[src/rtl/csp_pkg.sv]
// Shared constants, types and coefficient tables of the cubic surface position map.
package csp_pkg;

    localparam int SAMPLE_BITS    = 12;
    localparam int TERMS_PER_AXIS = 4;
    localparam int FRAC_BITS      = 8;

    localparam int COEF_FRAC = 48;
    localparam int OUT_SHIFT = COEF_FRAC - FRAC_BITS;
    localparam int COEF_W    = 64;
    localparam int CHI_W     = COEF_W + 1 - 32;
    localparam int SQ_W      = 2 * SAMPLE_BITS;
    localparam int MONO_W    = 3 * SAMPLE_BITS;
    localparam int LO_W      = MONO_W + 32;
    localparam int HI_W      = MONO_W + CHI_W + 1;
    localparam int ACC_W     = MONO_W + 70;
    localparam int POS_W     = 32;

    localparam int NUM_TERMS = 10;
    localparam int NUM_AXES  = 2;
    localparam int AXIS_X    = 0;
    localparam int AXIS_Y    = 1;

    localparam int S_DATA_W = ((2 * SAMPLE_BITS + 7) / 8) * 8;
    localparam int M_DATA_W = NUM_AXES * POS_W;

    // Pipeline stage positions.
    localparam int ST_IN      = 0;
    localparam int ST_MONO    = 1;
    localparam int ST_PPROD   = 2;
    localparam int ST_TERM    = 3;
    localparam int ST_SUM1    = 4;
    localparam int ST_SUM2    = 5;
    localparam int ST_SUM3    = 6;
    localparam int ST_SUM4    = 7;
    localparam int ST_OUT     = 8;
    localparam int NUM_STAGES = 9;

    typedef logic [SAMPLE_BITS-1:0]   sample_t;
    typedef logic [SQ_W-1:0]          sq_t;
    typedef logic [MONO_W-1:0]        mono_t;
    typedef logic [LO_W-1:0]          lo_prod_t;
    typedef logic signed [HI_W-1:0]   hi_prod_t;
    typedef logic signed [ACC_W-1:0]  acc_t;
    typedef logic signed [COEF_W:0]   coef_t;
    typedef logic signed [POS_W-1:0]  pos_t;

    typedef struct packed {
        logic [NUM_STAGES-1:0] load;
    } csp_ctrl_t;

    // Exponents of a and b for each term, in the order the monomials are built.
    localparam int unsigned TERM_I [NUM_TERMS] = '{0, 0, 0, 0, 1, 1, 1, 2, 2, 3};
    localparam int unsigned TERM_J [NUM_TERMS] = '{0, 1, 2, 3, 0, 1, 2, 0, 1, 0};

    // Decimal coefficient mant / 10^dexp turned into signed Q48, rounded half away
    // from zero. Terms outside the configured order come out as zero.
    function automatic coef_t coef_fix(input logic [63:0] mant, input int unsigned dexp,
                                       input logic neg, input int unsigned t);
        logic [127:0]  v;
        logic [COEF_W:0] mag;
        int unsigned   k;
        v = {64'd0, mant} << (COEF_FRAC + 1);
        for (k = 0; k < dexp; k++) begin
            v = v / 128'd10;
        end
        v = v + 128'd1;
        mag = {1'b0, v[COEF_W:1]};
        if (TERM_I[t] >= TERMS_PER_AXIS || TERM_J[t] >= TERMS_PER_AXIS) begin
            mag = '0;
        end
        return neg ? coef_t'(~mag + 1'b1) : coef_t'(mag);
    endfunction

    localparam coef_t COEF_TAB [NUM_AXES][NUM_TERMS] = '{
        '{
            coef_fix(64'd4567859109016506,  12, 1'b0, 0),
            coef_fix(64'd12070032428600754, 15, 1'b1, 1),
            coef_fix(64'd10447127582831,    15, 1'b0, 2),
            coef_fix(64'd2931213502668813,  21, 1'b1, 3),
            coef_fix(64'd4804017457787141,  15, 1'b1, 4),
            coef_fix(64'd9751051028361,     15, 1'b0, 5),
            coef_fix(64'd5006132181913513,  21, 1'b1, 6),
            coef_fix(64'd5136964949169,     15, 1'b1, 7),
            coef_fix(64'd4091042992890025,  21, 1'b0, 8),
            coef_fix(64'd1652366564557850,  21, 1'b0, 9)
        },
        '{
            coef_fix(64'd1760359099168356,  11, 1'b0, 0),
            coef_fix(64'd39460913770597486, 15, 1'b1, 1),
            coef_fix(64'd29171985684019,    15, 1'b0, 2),
            coef_fix(64'd7093508584157673,  21, 1'b1, 3),
            coef_fix(64'd5485701903673827,  14, 1'b1, 4),
            coef_fix(64'd9159038173238,     14, 1'b0, 5),
            coef_fix(64'd3831345502089454,  20, 1'b1, 6),
            coef_fix(64'd31144401943405,    15, 1'b0, 7),
            coef_fix(64'd2801513461694372,  20, 1'b1, 8),
            coef_fix(64'd1662851774514397,  21, 1'b1, 9)
        }
    };

endpackage

[src/rtl/csp_mono.sv]
// Input register, squares and the ten monomials a^i * b^j with i + j <= 3.
module csp_mono import csp_pkg::*; (
    input  logic      aclk,
    input  csp_ctrl_t ctrl,
    input  sample_t   sample_a,
    input  sample_t   sample_b,
    output mono_t     mono [NUM_TERMS]
);

    sample_t a_reg;
    sample_t b_reg;
    sq_t     a2_reg;
    sq_t     ab_reg;
    sq_t     b2_reg;
    mono_t   mono_reg  [NUM_TERMS];
    mono_t   mono_next [NUM_TERMS];

    always_ff @(posedge aclk) begin
        if (ctrl.load[ST_IN]) begin
            a_reg  <= sample_a;
            b_reg  <= sample_b;
            a2_reg <= SQ_W'(sample_a) * SQ_W'(sample_a);
            ab_reg <= SQ_W'(sample_a) * SQ_W'(sample_b);
            b2_reg <= SQ_W'(sample_b) * SQ_W'(sample_b);
        end
    end

    // Order follows TERM_I / TERM_J in the package.
    always_comb begin
        mono_next[0] = MONO_W'(1);
        mono_next[1] = MONO_W'(b_reg);
        mono_next[2] = MONO_W'(b2_reg);
        mono_next[3] = MONO_W'(b2_reg) * MONO_W'(b_reg);
        mono_next[4] = MONO_W'(a_reg);
        mono_next[5] = MONO_W'(ab_reg);
        mono_next[6] = MONO_W'(ab_reg) * MONO_W'(b_reg);
        mono_next[7] = MONO_W'(a2_reg);
        mono_next[8] = MONO_W'(a2_reg) * MONO_W'(b_reg);
        mono_next[9] = MONO_W'(a2_reg) * MONO_W'(a_reg);
    end

    always_ff @(posedge aclk) begin
        if (ctrl.load[ST_MONO]) begin
            mono_reg <= mono_next;
        end
    end

    assign mono = mono_reg;

endmodule

[config.mk]
export PLATFORM = sky130hd
export DESIGN_NAME = csp_mono
export DESIGN_NICKNAME = d
export VERILOG_FILES = /design/src/rtl/csp_pkg.sv /design/src/rtl/csp_mono.sv
export SDC_FILE = /design/constraint.sdc
export NUM_CORES = 2
export LEC_CHECK = 0
export ABC_AREA = 1
export BUFFER_PORTS_ARGS = -buffer_cell sky130_fd_sc_hd__buf_2
export CAP_MARGIN = 5
export CORE_UTILIZATION = 50
export CTS_CLUSTER_DIAMETER = 60
export CTS_CLUSTER_SIZE = 28
export DETAILED_ROUTE_END_ITERATION = 10
export PLACE_DENSITY = 0.68
export SETUP_SLACK_MARGIN = 0.1
export SLEW_MARGIN = 20
export SYNTH_ARGS = -nofsm -noshare
export SYNTH_HDL_FRONTEND = slang
export SYNTH_SLANG_ARGS = --single-unit
export TNS_END_PERCENT = 5
[constraint.sdc]
create_clock -name aclk -period 11.95 [get_ports aclk]
set_input_delay 0 -clock aclk [delete_from_list [all_inputs] [get_ports aclk]]
set_output_delay 0 -clock aclk [all_outputs]
set_load 0.005 [all_outputs]
Word-level counts from Yosys, hierarchy flattened
Cells that the tools add are included.
Widths: inputs -> output; s select.

word-level totals
  output and inout port bits = 360
  input port bits = 34
  register bits = 336
  logic and storage cells = 21

cells by class
  multipliers = 7

operator list
  kind            number
  $mul 24x12->36  4
  $mul 12x12->24  3

Depth between registers and ports, before layout
  depth after elaboration = 1
  gate-level depth with buffers = 24
  depth with buffers taken out = 22

Worst setup path before layout
OpenSTA, ideal clock, no wires.

  path type = register to register
  start = reg b_reg[3]
  end = reg mono_reg, in the netlist mono[143], data pin
  path buffers = 2
  stages on the path, launching flop included = 25
  data required time = 11698 ps
  path slack = 7062 ps
  arrival = 4636 ps
  period minus slack after synthesis = 4888 ps
  setup time = 252 ps
  cells stage by stage = edfxtp_1 clkbuf_1 clkbuf_1 nand2_1 fa_1 inv_1 fa_1 inv_1 fa_1 inv_1 fa_1 inv_1 fa_1 inv_1 ha_1 nand2_1 inv_1 a21oi_1 nand2_2 nand2_1 nand2_2 nand2_1 nand2_1 nand2_1 nand2_1

RTL lines
  what                    line            source
  from (decl)             csp_mono.sv:11  sample_t b_reg;
  from (signal assigned)  csp_mono.sv:21  b_reg <= sample_b;
  to (signal assigned)    csp_mono.sv:44  mono_reg <= mono_next;
  to (decl)               csp_mono.sv:15  mono_t mono_reg [NUM_TERMS];

==> flow_metrics.env <==
export IMPL_status="completed"
export IMPL_multiInputGateArea_um2=42700
export IMPL_dieArea_um2=127000
export IMPL_synth_seq_area_share_pct=15.5
export IMPL_worst_setup_path_start_kind="flip-flop"
export IMPL_area_growth_syn_to_layout_pct=6.67
export IMPL_timing_worst_setup_path_type="reg -> reg"
export IMPL_vias=48281
export IMPL_cts_tree="done"
export IMPL_syn_mean_instance_area_um2=7.85
export IMPL_seqCellArea_um2=9790
export IMPL_place_congestion=0.897
export IMPL_io_pins=394
export IMPL_postRouteAntennaNets=0
export IMPL_final_common_cell="nand2_1"
export IMPL_drtPass1Iterations=6
export IMPL_hold_class="in -> reg"
export IMPL_core_region_area_um2=124000
export IMPL_port_buffers=264
export IMPL_cp_end_kind="flip-flop"
export IMPL_dp_hpwl_mm=116
export IMPL_post_route_period_util_pct=51.3
export IMPL_insertion_delay_ns=0.66
export IMPL_synth_area_um2=63000
export IMPL_tightest_slew_ns=1.14
export IMPL_fp_dieW_um=357
export IMPL_hold_violations=0
export IMPL_finalClockSkew_ns=0.0458
export IMPL_largest_reg_flops=234
export IMPL_ys_warn_count=0
export IMPL_viasPerCell=4.91
export IMPL_arrival_ns=6.53
export IMPL_root_buffer="clkbuf_16"
export IMPL_nNetsFinal=9786
export IMPL_place_ws_ns=5.87
export IMPL_start_util_pct=50.7
export IMPL_wl_per_cell_um=15.5
export IMPL_crit_fanout=55
export IMPL_fill_cells=11751
export IMPL_grt_overflow_total=0
export IMPL_num_rows=129
export IMPL_drv_slew=0
export IMPL_antenna_found_initial=9
export IMPL_synth_seq_cells=326
export IMPL_cts_made_buffers=46
export IMPL_wl_mm=152
export IMPL_setup_viol=0
export IMPL_htreeDepth=2
export IMPL_layout_common_cells="2519 x nand2_1, 2404 x inv_1, 1121 x fa_1"
export IMPL_grt_pass1_vias=51562
export IMPL_drt_iter0_drc=2799
export IMPL_max_cap_viol_count=0
export IMPL_grt_start_max_net_pins=82
export IMPL_synthCells=8024
export IMPL_min_period_ns=6.13
export IMPL_setup_tns_ns=0
export IMPL_path_clk_slew_ns=0.06
export IMPL_die_h_um=357
export IMPL_crit_required_ns=12.35
export IMPL_ys_types=33
export IMPL_max_slew_margin_pct=23.8
export IMPL_clk_path_buf_depth=3
export IMPL_drive_gt1_share_pct=5.60
export IMPL_fin_ws_ns=5.82
export IMPL_fmax_ghz=0.163
export IMPL_post_cts_buffers=0
export IMPL_drc_errors=0
export IMPL_cts_sinks=326
export IMPL_rsz0062_at_grt="false"
export IMPL_track_usage_pct=25.1
export IMPL_grt_pass1_wl_mm=256
==> layer usage <==
layer | wire length [µm] | track usage (%)
met1 | 61700 | 31.7
met4 | 4900 | 8.26
met3 | 12100 | 4.87
met5 | 25 | 0
met2 | 73500 | 43.3
==> final timing paths <==
| path | start | end | slack [ns] | depth (start not counted) |
|---|---|---|---|---|
| setup / recovery | b_reg[3]$_DFFE_PP_ | mono[143]$_DFFE_PP_ | 5.82 | 23 |
| hold / removal | ctrl[0] | b_reg[6]$_DFFE_PP_ | 0.34 | 2 |
| setup reg to reg | b_reg[3]$_DFFE_PP_ | mono[143]$_DFFE_PP_ | 5.82 | 23 |
| hold reg to reg | a2_reg[15]$_DFFE_PP_ | mono[87]$_DFFE_PP_ | 0.52 | 0 |
==> worst max-delay path, stage by stage (launching register included) <==
cell      delay, ns
edfxtp_1       0.80
buf_4          0.72
nand2_1        0.20
fa_1           0.58
inv_1          0.05
fa_1           0.49
inv_1          0.06
fa_1           0.53
inv_1          0.07
fa_1           0.48
inv_1          0.05
fa_1           0.48
inv_1          0.04
ha_1           0.33
nand2_1        0.16
inv_1          0.06
a21oi_1        0.17
nand2_2        0.11
nand2_1        0.09
nand2_2        0.09
nand2_1        0.10
nand2_1        0.05
nand2_1        0.05
nand2_1        0.04
==> final cells by class <==
type | count | area share, %
multi-input combinational | 5042 | 63.6
antenna | 4 | 0.0149
clock buffer | 49 | 1.76
tap | 1637 | 3.05
inverter | 2405 | 13.4
clock inverter | 35 | 0.602
sequential | 326 | 14.6
timing repair buffer | 333 | 2.94
==> logic make-up (layout without fill, tap and decap cells) <==
| logic type | after synthesis | count (layout) | share of synthesized area (%) |
|---|---|---|---|
| XOR/XNOR | 113 | 113 | 1.57 |
| AO/OA/AOI/OAI | 189 | 189 | 1.60 |
| AND/OR/NAND/NOR | 2999 | 2999 | 18.7 |
| other | 2 | 147 | 0.0119 |
| buffers and inverters | 2797 | 2822 | 17.4 |
| adder cells (fa/ha/maj) | 1598 | 1598 | 45.1 |
| flip-flops | 326 | 326 | 15.5 |
==> what timing repair did <==
action                                 4_1_cts  5_1_grt
gates resized for setup                      0        0
hold buffers                                26        0
endpoints found under the hold margin      113        0
==> metrics by stage <==
| stage | cells | cell area [µm²] | hold slack, ns | util [%] |
|---|---|---|---|---|
| global placement | 9711 | 65200 | 0.390 | 52.5 |
| floorplan | 8165 | 63500 | 0.0989 | - |
| global route | 9830 | 67200 | 0.339 | 54.0 |
| CTS | 9821 | 67100 | 0.310 | 54.0 |
| detailed placement | 9711 | 65200 | 0.389 | 52.5 |
| finish | 9831 | 67200 | 0.342 | 54.0 |
==> cells in the mapped netlist <==
library cell | count | area, µm²
clkbuf_1 | 266 | 998
nand2_2 | 41 | 257
conb_1 | 2 | 7.51
nor2b_1 | 3 | 18.8
or2_4 | 2 | 17.5
nand2_1 | 2519 | 9460
nor4_1 | 6 | 37.5
inv_1 | 2404 | 9020
o21ai_1 | 6 | 30.0
nand3_1 | 148 | 741
o21a_1 | 3 | 22.5
nand3_2 | 13 | 130
fa_1 | 1121 | 22400
o21bai_1 | 7 | 52.6
o21ai_0 | 18 | 90.1
nor3_2 | 2 | 20.0
ha_1 | 477 | 5970
or2_1 | 1 | 6.26
nor2_1 | 211 | 792
a21o_1 | 12 | 90.1
and2_1 | 1 | 6.26
inv_2 | 1 | 3.75
nor2_2 | 11 | 68.8
xnor2_1 | 38 | 333
a21oi_1 | 140 | 701
nand2_4 | 1 | 11.3
or2_2 | 2 | 12.5
buf_4 | 126 | 946
a31oi_1 | 3 | 18.8
nand4_1 | 26 | 163
nor3_1 | 12 | 60.1
xor2_1 | 75 | 657
edfxtp_1 | 326 | 9790
Power is left out: the tool's default activity adds up to more than one toggle a clock period on the data nets, which glitch-free logic cannot reach.
