**src/rtl/csp_pkg.sv**
```systemverilog
// Shared constants, types and coefficient tables of the cubic surface position map.
package csp_pkg;

    localparam int SAMPLE_BITS    = 12;
    localparam int TERMS_PER_AXIS = 4;
    localparam int FRAC_BITS      = 8;

    localparam int COEF_FRAC = 48;
    localparam int OUT_SHIFT = COEF_FRAC - FRAC_BITS;
    localparam int COEF_W    = 64;
    localparam int CHI_W     = COEF_W + 1 - 32;
    localparam int SQ_W      = 2 * SAMPLE_BITS;
    localparam int MONO_W    = 3 * SAMPLE_BITS;
    localparam int LO_W      = MONO_W + 32;
    localparam int HI_W      = MONO_W + CHI_W + 1;
    localparam int ACC_W     = MONO_W + 70;
    localparam int POS_W     = 32;

    localparam int NUM_TERMS = 10;
    localparam int NUM_AXES  = 2;
    localparam int AXIS_X    = 0;
    localparam int AXIS_Y    = 1;

    localparam int S_DATA_W = ((2 * SAMPLE_BITS + 7) / 8) * 8;
    localparam int M_DATA_W = NUM_AXES * POS_W;

    // Pipeline stage positions.
    localparam int ST_IN      = 0;
    localparam int ST_MONO    = 1;
    localparam int ST_PPROD   = 2;
    localparam int ST_TERM    = 3;
    localparam int ST_SUM1    = 4;
    localparam int ST_SUM2    = 5;
    localparam int ST_SUM3    = 6;
    localparam int ST_SUM4    = 7;
    localparam int ST_OUT     = 8;
    localparam int NUM_STAGES = 9;

    typedef logic [SAMPLE_BITS-1:0]   sample_t;
    typedef logic [SQ_W-1:0]          sq_t;
    typedef logic [MONO_W-1:0]        mono_t;
    typedef logic [LO_W-1:0]          lo_prod_t;
    typedef logic signed [HI_W-1:0]   hi_prod_t;
    typedef logic signed [ACC_W-1:0]  acc_t;
    typedef logic signed [COEF_W:0]   coef_t;
    typedef logic signed [POS_W-1:0]  pos_t;

    typedef struct packed {
        logic [NUM_STAGES-1:0] load;
    } csp_ctrl_t;

    // Exponents of a and b for each term, in the order the monomials are built.
    localparam int unsigned TERM_I [NUM_TERMS] = '{0, 0, 0, 0, 1, 1, 1, 2, 2, 3};
    localparam int unsigned TERM_J [NUM_TERMS] = '{0, 1, 2, 3, 0, 1, 2, 0, 1, 0};

    // Decimal coefficient mant / 10^dexp turned into signed Q48, rounded half away
    // from zero. Terms outside the configured order come out as zero.
    function automatic coef_t coef_fix(input logic [63:0] mant, input int unsigned dexp,
                                       input logic neg, input int unsigned t);
        logic [127:0]  v;
        logic [COEF_W:0] mag;
        int unsigned   k;
        v = {64'd0, mant} << (COEF_FRAC + 1);
        for (k = 0; k < dexp; k++) begin
            v = v / 128'd10;
        end
        v = v + 128'd1;
        mag = {1'b0, v[COEF_W:1]};
        if (TERM_I[t] >= TERMS_PER_AXIS || TERM_J[t] >= TERMS_PER_AXIS) begin
            mag = '0;
        end
        return neg ? coef_t'(~mag + 1'b1) : coef_t'(mag);
    endfunction

    localparam coef_t COEF_TAB [NUM_AXES][NUM_TERMS] = '{
        '{
            coef_fix(64'd4567859109016506,  12, 1'b0, 0),
            coef_fix(64'd12070032428600754, 15, 1'b1, 1),
            coef_fix(64'd10447127582831,    15, 1'b0, 2),
            coef_fix(64'd2931213502668813,  21, 1'b1, 3),
            coef_fix(64'd4804017457787141,  15, 1'b1, 4),
            coef_fix(64'd9751051028361,     15, 1'b0, 5),
            coef_fix(64'd5006132181913513,  21, 1'b1, 6),
            coef_fix(64'd5136964949169,     15, 1'b1, 7),
            coef_fix(64'd4091042992890025,  21, 1'b0, 8),
            coef_fix(64'd1652366564557850,  21, 1'b0, 9)
        },
        '{
            coef_fix(64'd1760359099168356,  11, 1'b0, 0),
            coef_fix(64'd39460913770597486, 15, 1'b1, 1),
            coef_fix(64'd29171985684019,    15, 1'b0, 2),
            coef_fix(64'd7093508584157673,  21, 1'b1, 3),
            coef_fix(64'd5485701903673827,  14, 1'b1, 4),
            coef_fix(64'd9159038173238,     14, 1'b0, 5),
            coef_fix(64'd3831345502089454,  20, 1'b1, 6),
            coef_fix(64'd31144401943405,    15, 1'b0, 7),
            coef_fix(64'd2801513461694372,  20, 1'b1, 8),
            coef_fix(64'd1662851774514397,  21, 1'b1, 9)
        }
    };

endpackage

```
**src/rtl/csp_ctrl.sv**
```systemverilog
// Valid bits and per-stage load enables of the position map pipeline.
module csp_ctrl import csp_pkg::*; (
    input  logic      aclk,
    input  logic      aresetn,
    input  logic      s_tvalid,
    output logic      s_tready,
    output logic      m_tvalid,
    input  logic      m_tready,
    output csp_ctrl_t ctrl
);

    logic [NUM_STAGES-1:0] valid_reg;
    logic [NUM_STAGES-1:0] valid_next;
    logic [NUM_STAGES-1:0] load;

    // A stage takes new data when it is empty or its contents move on this cycle.
    always_comb begin
        load[ST_OUT] = !valid_reg[ST_OUT] || m_tready;
        for (int k = NUM_STAGES - 2; k >= 0; k--) begin
            load[k] = !valid_reg[k] || load[k+1];
        end
    end

    always_comb begin
        valid_next = valid_reg;
        if (load[ST_IN]) begin
            valid_next[ST_IN] = s_tvalid;
        end
        for (int k = 1; k < NUM_STAGES; k++) begin
            if (load[k]) begin
                valid_next[k] = valid_reg[k-1];
            end
        end
    end

    always_ff @(posedge aclk) begin
        if (!aresetn) begin
            valid_reg <= '0;
        end else begin
            valid_reg <= valid_next;
        end
    end

    assign ctrl.load = load;
    assign s_tready  = load[ST_IN];
    assign m_tvalid  = valid_reg[ST_OUT];

endmodule

```
**config.mk**
```make
export PLATFORM = sky130hd
export DESIGN_NAME = csp_ctrl
export DESIGN_NICKNAME = d
export VERILOG_FILES = /design/src/rtl/csp_pkg.sv /design/src/rtl/csp_ctrl.sv
export SDC_FILE = /design/constraint.sdc
export NUM_CORES = 1
export LEC_CHECK = 0
export BUFFER_PORTS_ARGS = -buffer_cell sky130_fd_sc_hd__clkbuf_2
export CAP_MARGIN = 20
export CELL_PAD_IN_SITES_DETAIL_PLACEMENT = 1
export CELL_PAD_IN_SITES_GLOBAL_PLACEMENT = 1
export CORE_AREA = 10 10 47 49
export DETAILED_ROUTE_END_ITERATION = 7
export DIE_AREA = 0 0 57 59
export PLACE_DENSITY_LB_ADDON = 0.1
export SYNTH_ARGS = -nofsm -noshare
export SYNTH_HDL_FRONTEND = slang
export SYNTH_SLANG_ARGS = --single-unit
```
**constraint.sdc**
```tcl
create_clock -name aclk -period 1.4 [get_ports aclk]
set_input_delay 0.14 -clock aclk [delete_from_list [all_inputs] [get_ports aclk]]
set_output_delay 0.14 -clock aclk [all_outputs]
set_load 0.02 [all_outputs]
```
-- Word-level counts from Yosys, hierarchy flattened
Cells that the tools add are included.
- bits in registers: 9
- bits of input ports: 4
- output and inout bits: 11
- logic and storage cells: 27
- reductions and logical operators: 18
- operators with widths (operator ; number):
    $logic_not A1 Y1 ; 9
    $logic_or A1 B1 Y1 ; 9

-- Longest topological paths before layout
Gate-level depths: netlist of run 1.
- depth after elaboration: 10
- gate-level depth with buffers: 5
- gate-level depth less buffers: 5

-- Least setup slack after synthesis of run 1
Ideal clock, no wire load.
- path type: flip-flop to output port
- start: register valid_reg[8]
- end: output ctrl[0] (netlist bit)
- arrival: 1486 ps
- required time: 1260 ps
- path slack: -226 ps
- stages on the path, launching flop included: 6
- path buffers: 1
- cells stage by stage: dfxtp_1 and3b_2 inv_2 nor3_4 nand3_1 buf_4
- RTL lines (item ; RTL line ; text):
    from (decl) ; csp_ctrl.sv:12 ; logic [NUM_STAGES-1:0] valid_reg;
    from (signal assigned) ; csp_ctrl.sv:40 ; valid_reg <= valid_next;
    to (decl) ; csp_ctrl.sv:9 ; output csp_ctrl_t ctrl

-- Worst setup path after layout of run 1
- start: register valid_reg[8]
- end: output s_tready
- longest elaborated chain between the ends: 10
- ends and longest elaborated chain (item ; RTL line ; text):
    $logic_not A1 Y1 ; csp_ctrl.sv:18 ; load[ST_OUT] = !valid_reg[ST_OUT] || m_tready;
    $logic_or A1 B1 Y1 ; csp_ctrl.sv:18 ;
    $logic_or A1 B1 Y1 (8 in a row) ; csp_ctrl.sv:20 ; load[k] = !valid_reg[k] || load[k+1];
    to (decl) ; csp_ctrl.sv:6 ; output logic s_tready,
Every way passes these cells.

==> impl_metrics.tcl, run 1 <==
set metrics [dict create \
    gp_congestion 0.707 \
    cp_num_buf_inv 2 \
    ys_seq_elements 9 \
    maxCapViolations 0 \
    nNetsFinal 69 \
    drt_iter0_drc 0 \
    die_y_microns 59 \
    syn-num-nets 48 \
    period_minus_slack_ps 1460 \
    slew_headroom_pct 84.2 \
    drive_above_1_share_pct 53.1 \
    antenna_cells 0 \
    cpPeakStageDelay_ps 320 \
    final_core_util_pct 39.3 \
    clk_pin_slew_ps 60 \
    post-route-period-util_pct 105 \
    yosysSeqAreaShare_pct 47.8 \
    start_util_pct 26.9 \
    drt_pass1_iterations 1 \
    grt_usage_pct 6.61 \
    largest_reg_flops 9 \
    viasPerCell 4.46 \
    cts_buffer_depth 2 \
    drc 0 \
    crit_path_end_kind "primary output" \
    ir_drop_v 0.000611 \
    drtAntennaViolNets 0 \
    portBuffers 14 \
    cts_tree "yes" \
    power.leakage_nw 0.228 \
    crit_path_cell_trace "and3b_2, inv_2, nor3_4, nand3_2, clkbuf_2" \
    start_kind "register" \
    final_common_cell "clkbuf_2" \
    setup_viol 4 \
    status "complete, but fails checks" \
    setup-tns-final_ps -163 \
    max_freq_mhz 683 \
    drt_wl_total_microns 943 \
    grt_setup_unrepaired "true" \
    finClkSkew_ps 4.68 \
    cp.required_ps 1260 \
    hold_path.class "in2reg" \
    synth_cell_types 17 \
    postLayoutSetupSlackWorst_ps -64.9 \
    avgSynthCellArea_sq_um 8.56 \
    syn_to_final_growth_pct 46.2 \
    final_cell_mix "clkbuf_2, nand2_1, dfxtp_1, nand3_1, buf_4" \
    die_w_microns 57 \
    fillers 180 \
    slew_violations 0 \
    cts_root_buf "clkbuf_4" \
    syn_inst 44 \
    overflow 0 \
    hold_violations 0 \
    clock_latency_ps 260 \
    dpl.hpwl_microns 735 \
    dieArea_sq_um 3360 \
    crit_family "simple AND/OR/NAND/NOR gates" \
    netlist_area_sq_um 377 \
    core_area_sq_um 1400 \
    antenna_found_initial 0 \
    io_pins 15 \
    powerDensity_nw_per_um2 873 \
    cts_max_level 1 \
    vias 357 \
    cts_made_buffers 3 \
    grt_max_degree 14 \
    critPathSlowestCell "dfxtp_2" \
    wl_per_cell_microns 11.8 \
    worst_pin_slew_ps 237 \
    critPathMaxFanout 4 \
    fp-row-count 14 \
    critPathArrivalTime_ps 1320 \
    grt_first_pass_wirelength_mm 1.74 \
    path_class "reg2out" \
    grt_pass1_vias 389 \
    violations "setup timing" \
    cts_sinks 9 \
    synth_warnings 0 \
]
worst paths after layout:
check,from,end,slack [ps],depth (start not counted)
hold / removal,s_tvalid,valid_reg[0],90,3
setup / recovery,valid_reg[8],s_tready,-60,5
setup reg to reg,valid_reg[8],valid_reg[1],210,6
hold reg to reg,valid_reg[7],valid_reg[8],460,2
final cells by class:
class / count / area (sq um) / area share [%]
clock buffers: 4 / 26.3 / 4.77
inverters: 4 / 15.0 / 2.73
multi-input cells: 29 / 178 / 32.3
flip-flops and latches: 9 / 184 / 33.4
well taps: 16 / 20.0 / 3.64
repair buffers: 18 / 128 / 23.2
timing repair:
action / CTS / global route
hold buffers: 0 / 0
setup endpoints to repair: 7 / 7
pin swaps: 1 / 1
gates resized for setup: 8 / 2
setup buffers: 3 / 0
worst reg2reg max path: stages (launching register included):
cell	delay, ps
dfxtp_2	320
and3b_2	200
inv_2	60
nor3_4	200
inv_2	80
buf_4	150
o21ai_2	120
logic make-up after synthesis:
family / share of synthesized area, %
flops: 47.8
buf+inv: 6.98
simple gates: 28.6
compound gates: 16.6
routing by layer:
metal | global-route usage [%] | vias up | part of all wire, %
met5 | 0 | - | 0
met4 | 2.01 | 0 | 0
met2 | 10.5 | 10 | 50
li1 | - | 183 | -
met3 | 5.79 | 0 | 12
met1 | 6.17 | 164 | 38
where the power goes:
part,switching (mW),total (mW),internal (mW)
clock network,0.0887,0.198,0.110
registers,0.00414,0.265,0.261
logic,0.00937,0.0174,0.00806
synth_stat cells (all sizes together):
cell	count	area share [%]
a21oi	1	1.3
nor3	1	4.3
and3b	1	2.7
a21boi	1	2.0
dfxtp	9	48
o21a	3	6.0
nand3	5	6.6
o21ai	4	7.3
nand2	10	10
nand2b	1	1.7
nor2b	1	1.7
buf	1	2.0
inv	4	4.0
clkbuf	1	1.0
nor2	1	1.7
metrics by stage:
stage	hold WS (ps)	power, mW	worst slack [ps]	std cells	instance area [sq um]
global route	100	0.515	-162	80	551
CTS	77.0	0.497	-102	80	547
floorplan	253	0.280	8.97	44	387
finish	94.2	0.481	-64.9	80	551
global placement	346	0.288	169	73	469
detailed placement	351	0.288	148	73	469
(Power assumes the default switching activity.)
==> run 2, diff against run 1 <==
--- a/config.mk
+++ b/config.mk
@@ -12,6 +12,7 @@
 export CORE_AREA = 10 10 47 49
 export DETAILED_ROUTE_END_ITERATION = 7
 export DIE_AREA = 0 0 57 59
+export MAX_ROUTING_LAYER = met4
 export PLACE_DENSITY_LB_ADDON = 0.1
 export SYNTH_ARGS = -nofsm -noshare
 export SYNTH_HDL_FRONTEND = slang
==> constraint.sdc (replaced) <==
create_clock -name aclk -period 1.5 [get_ports aclk]
set_input_delay 0.15 -clock aclk [delete_from_list [all_inputs] [get_ports aclk]]
set_output_delay 0.15 -clock aclk [all_outputs]
set_load 0.02 [all_outputs]
==> run 2 against run 1 <==
The run now ends clean. Design area decreased by 1.8%. Core utilization decreased by 0.71 points. Power decreased by 6.7%. Combinational power decreased by 14%. Via count increased by 1.7%. Die area unchanged. Global-route usage decreased by 0.32 points. Register-to-register slack improved by 110 ps. Sequential share of layout area increased by 1.3 points. Worst setup slack improved by 72 ps. Critical endpoint is now ctrl[0].
==> impl_metrics.tcl, run 2 (synthesized netlist as in run 1, its figures left out) <==
set metrics [dict create \
    multi_input_area_sq_um 175 \
    hold_violations 0 \
    wl_per_cell_microns 11.9 \
    path_class "reg2out" \
    syn_to_final_growth_pct 43.5 \
    antenna_cells 0 \
    period_minus_slack_ps 1490 \
    slew_headroom_pct 83.7 \
    ir_drop_v 0.000392 \
    cp-startpoint "valid_reg[7]" \
    cpPeakStageDelay_ps 320 \
    crit_end "ctrl[0]" \
    crit_path_end_kind "primary output" \
    cts_max_level 1 \
    r2r_cells 6 \
    drt_iter0_drc 1 \
    power.leakage_nw 0.219 \
    crit_path_cell_trace "and3b_2, inv_2, nor3_4, nand3_2, clkbuf_8" \
    start_util_pct 26.9 \
    instances_no_fill 79 \
    hold_path.class "in2reg" \
    drt_wl_total_microns 938 \
    postCtsHoldBufs 0 \
    powerDensity_nw_per_um2 829 \
    slew_violations 0 \
    p_int_mw 0.352 \
    finClkSkew_ps 7.15 \
    fin_area_sq_um 541 \
    dpl.hpwl_microns 725 \
    status "finished clean" \
    p_sw_mw 0.0968 \
    drc 0 \
    grt_setup_unrepaired "true" \
    cp.required_ps 1350 \
    final_core_util_pct 38.6 \
    critPathMaxFanout 4 \
    largest_reg_flops 9 \
    hp-start "s_tvalid" \
    post-route-period-util_pct 99.5 \
    place_area_sq_um 462 \
    grt_pass1_vias 370 \
    place_ws_ps 172 \
    dieArea_sq_um 3360 \
    seqPwrFrac_pct 54.9 \
    max_freq_mhz 670 \
    ff_latch_area_sq_um 188 \
    worst_pin_slew_ps 244 \
    overflow 0 \
    clock_latency_ps 260 \
    cts_sinks 9 \
    portBuffers 14 \
    dp.cells 72 \
    die_w_microns 57 \
    drt_pass1_iterations 4 \
    clk_pin_slew_ps 60 \
    antenna_found_initial 0 \
    gp_congestion 0.722 \
    viasPerCell 4.59 \
    start_kind "register" \
    setup_viol 0 \
    r2r_slack_ps 320 \
    fillers 185 \
    critPathSlowestCell "dfxtp_2" \
    clockPowerShare_pct 41.8 \
    cts_root_buf "clkbuf_4" \
    grt_max_degree 14 \
    r2r_start "valid_reg[7]" \
    drive_above_1_share_pct 52.4 \
    vias 363 \
    critPathArrivalTime_ps 1340 \
    grt_usage_pct 6.29 \
    cts_made_buffers 3 \
    final_cell_mix "nand2_1, clkbuf_2, dfxtp_1, nand3_1" \
    drtAntennaViolNets 0 \
    maxCapViolations 0 \
    timing.hold.ws_ps 88.0 \
    postLayoutSetupSlackWorst_ps 6.87 \
    nNetsFinal 68 \
    cts_tree "yes" \
    core_area_sq_um 1400 \
    fp-row-count 14 \
    cts_buffer_depth 2 \
    die_y_microns 59 \
    io_pins 15 \
    grt_first_pass_wirelength_mm 1.59 \
    p_sw_share_pct 21.6 \
    timing.rr.end "valid_reg[1]" \
    pwr-share-comb_pct 3.3 \
]
run 2: how the worst min path moves through the flow:
| stage | end | slack (ps) | cells past startpoint |
|---|---|---|---|
| finish | valid_reg[0] | 90 | 3 |
| global route | valid_reg[0] | 80 | 3 |
| detailed placement | valid_reg[0] | 360 | 3 |
| floorplan | valid_reg[0] | 260 | 2 |
| global placement | valid_reg[0] | 360 | 3 |
| CTS | valid_reg[0] | 80 | 3 |
run 2: area by class of cell:
cell class	instances	share of cell area, %
inverters	4	2.78
well taps	16	3.70
multi-input cells	29	32.4
repair buffers	17	21.5
flip-flops and latches	9	34.7
clock buffers	4	4.86
run 2: layer usage:
layer  vias up  global-route usage, %  share of wire, %
met5         -                      -                 0
met4         0                   6.04               3.0
met3         4                   2.58               7.0
met2         9                   9.61                50
met1       167                   5.90                40
li1        183                      -                 -
run 2: power by group through the flow:
stage | Clock [mW] | Combinational (mW) | Sequential, mW
finish | 0.187 | 0.0150 | 0.246
global placement | 0 | 0.0154 | 0.253
CTS | 0.203 | 0.0155 | 0.246
detailed placement | 0 | 0.0153 | 0.253
floorplan | 0 | 0.00938 | 0.252
global route | 0.215 | 0.0173 | 0.246
run 2: critical path, delay by kind of cell (launching register included):
kind	cells	cell delay [ps]
buffers and inverters	2	230
DFF	1	320
and+or+nand+nor	3	530
run 2: stage by stage:
step                TNS (ps)  total power [mW]
floorplan                  0             0.261
global placement           0             0.268
detailed placement         0             0.268
CTS                    -37.3             0.464
global route            -336             0.479
finish                     0             0.448
run 2: repair_timing:
action                                  CTS  global route
gates resized for setup                   8             4
endpoints found under the setup margin    5             7
pin swaps                                 2             0
buffers inserted                          2             1
endpoints found under the hold margin     0             0
==> run 3, diff against run 2 <==
--- a/config.mk
+++ b/config.mk
@@ -9,11 +9,12 @@
 export CAP_MARGIN = 20
 export CELL_PAD_IN_SITES_DETAIL_PLACEMENT = 1
 export CELL_PAD_IN_SITES_GLOBAL_PLACEMENT = 1
-export CORE_AREA = 10 10 47 49
+export CORE_MARGIN = 10
+export CORE_UTILIZATION = 27
 export DETAILED_ROUTE_END_ITERATION = 7
-export DIE_AREA = 0 0 57 59
 export MAX_ROUTING_LAYER = met4
-export PLACE_DENSITY_LB_ADDON = 0.1
+export PLACE_DENSITY_LB_ADDON = 0.2
+export RECOVER_POWER = 100
 export SYNTH_ARGS = -nofsm -noshare
 export SYNTH_HDL_FRONTEND = slang
 export SYNTH_SLANG_ARGS = --single-unit
==> constraint.sdc (replaced) <==
create_clock -name aclk -period 1.3 [get_ports aclk]
set_input_delay 0.13 -clock aclk [delete_from_list [all_inputs] [get_ports aclk]]
set_output_delay 0.13 -clock aclk [all_outputs]
set_load 0.02 [all_outputs]
==> run 3 against run 2 <==
The flow now finishes with violations (setup timing). Die area shrank 2.2%. Critical path depth is the same. Register-to-register slack lost 240 ps. Critical path type unchanged. Highest routed layer is now met3.
==> impl_metrics.tcl, run 3 (synthesized netlist as in run 1, its figures left out) <==
set metrics [dict create \
    status "complete, but fails checks" \
    violations "setup timing" \
    grt_max_degree 14 \
    die_w_microns 57.3 \
    nNetsFinal 74 \
    antenna_found_initial 0 \
    min_to "valid_reg[0]" \
    powerDensity_nw_per_um2 819 \
    final_common_cell "nand2_1" \
    setup_viol 7 \
    slew_violations 0 \
    hold_path.class "in2reg" \
    post-route-period-util_pct 114 \
    antenna_cells 0 \
    cpPeakStageDelay_ps 340 \
    crit_path_cell_trace "and3b_2, inv_4, nor3_4, nand3_4, buf_2" \
    drt_pass1_iterations 4 \
    fillers 157 \
    overflow 0 \
    drive_above_1_share_pct 58.0 \
    wl_per_cell_microns 12.0 \
    r2r_cells 6 \
    cts_root_buf "clkbuf_4" \
    critPathArrivalTime_ps 1350 \
    grt_setup_unrepaired "true" \
    largest_reg_flops 9 \
    vias 378 \
    hold_depth 3 \
    r2r_slack_ps 80 \
    timing.rr.end "valid_reg[1]" \
    core_area_sq_um 1300 \
    drc 0 \
    final_cell_mix "nand2_1, buf_4, dfxtp_1, clkbuf_2, buf_6" \
    fp-row-count 13 \
    critPathSlowestCell "dfxtp_4" \
    cts_max_level 1 \
    start_util_pct 28.9 \
    io_pins 15 \
    portBuffers 14 \
    timing.hold.ws_ps 69.7 \
    critPathMaxFanout 4 \
    syn_to_final_growth_pct 67.4 \
    crit_path_end_kind "primary output" \
    drtAntennaViolNets 0 \
    cp.required_ps 1170 \
    cts_tree "yes" \
    drt_wl_total_mm 1.01 \
    path_class "reg2out" \
    hp-start "s_tvalid" \
    clk_pin_slew_ps 60 \
    dieArea_sq_um 3290 \
    postLayoutSetupSlackWorst_ps -182 \
    r2r_start "valid_reg[8]" \
    power.leakage_nw 0.257 \
    cts_made_buffers 3 \
    worst_pin_slew_ps 272 \
    grt_pass1_vias 397 \
    cts_buffer_depth 2 \
    grt_usage_pct 6.76 \
    ir_drop_v 0.000681 \
    finalPower_mw 0.517 \
    grt_first_pass_wirelength_mm 1.75 \
    slew_headroom_pct 81.8 \
    cts_sinks 9 \
    final_core_util_pct 48.5 \
    viasPerCell 4.50 \
    period_minus_slack_ps 1480 \
    finClkSkew_ps 0.611 \
    maxCapViolations 0 \
    max_freq_mhz 675 \
    die_y_microns 57.3 \
    drt_iter0_drc 2 \
    gp_congestion 0.695 \
    clock_latency_ps 250 \
    hold_violations 0 \
    dpl.hpwl_microns 735 \
    start_kind "register" \
    setup-tns-final_ps -806 \
]
## run 3: final cells by class
type                       count  area, sq um  share of cell area [%]
inverter                       4         17.5                    2.78
timing repair buffer          23          185                    29.4
clock buffer                   4         26.3                    4.17
multi-input combinational     29          198                    31.3
tap                           15         18.8                    2.98
sequential                     9          185                    29.4
## run 3: where the power goes
part	switching [mW]	internal [mW]	total [mW]
logic	0.0103	0.00942	0.0197
clock network	0.0946	0.118	0.213
registers	0.00550	0.279	0.284
total	0.110	0.406	0.517
## run 3: worst max path at each step
stage               end    startpoint  depth (start not counted)  slack (ps)
2_1_floorplan   ctrl[0]  valid_reg[8]                          5          -9
3_3_place_gp   s_tready  valid_reg[8]                          5          70
3_5_place_dp   s_tready  valid_reg[7]                          5          50
4_1_cts         ctrl[0]  valid_reg[8]                          5        -190
5_1_grt         ctrl[1]  valid_reg[8]                          5        -270
6_report        ctrl[0]  valid_reg[8]                          5        -180
## run 3: critical path, delay by kind of cell, from the launching register on
family | cells | cell delay [ps]
simple gates | 3 | 530
flops | 1 | 340
buf+inv | 2 | 230
## run 3: through the flow
stage	setup WS, ps	area [sq um]	instances
6_report	-182	631	84
4_1_cts	-193	556	80
2_1_floorplan	-9.29	399	44
3_5_place_dp	53.5	488	73
5_1_grt	-266	631	84
3_3_place_gp	72.0	488	73
## run 3: routing by layer
layer	part of all wire [%]	global-route usage, %
met1	41	6.98
met5	0	-
met4	0	1.01
met2	49	10.1
met3	10	5.31
## run 3: repair_timing
action	in CTS	in global routing
hold buffers	0	0
endpoints found under the setup margin	7	8
gates resized for setup	5	20
buffers inserted	3	4
gates cloned	0	0
pin swaps	0	3
endpoints found under the hold margin	0	0
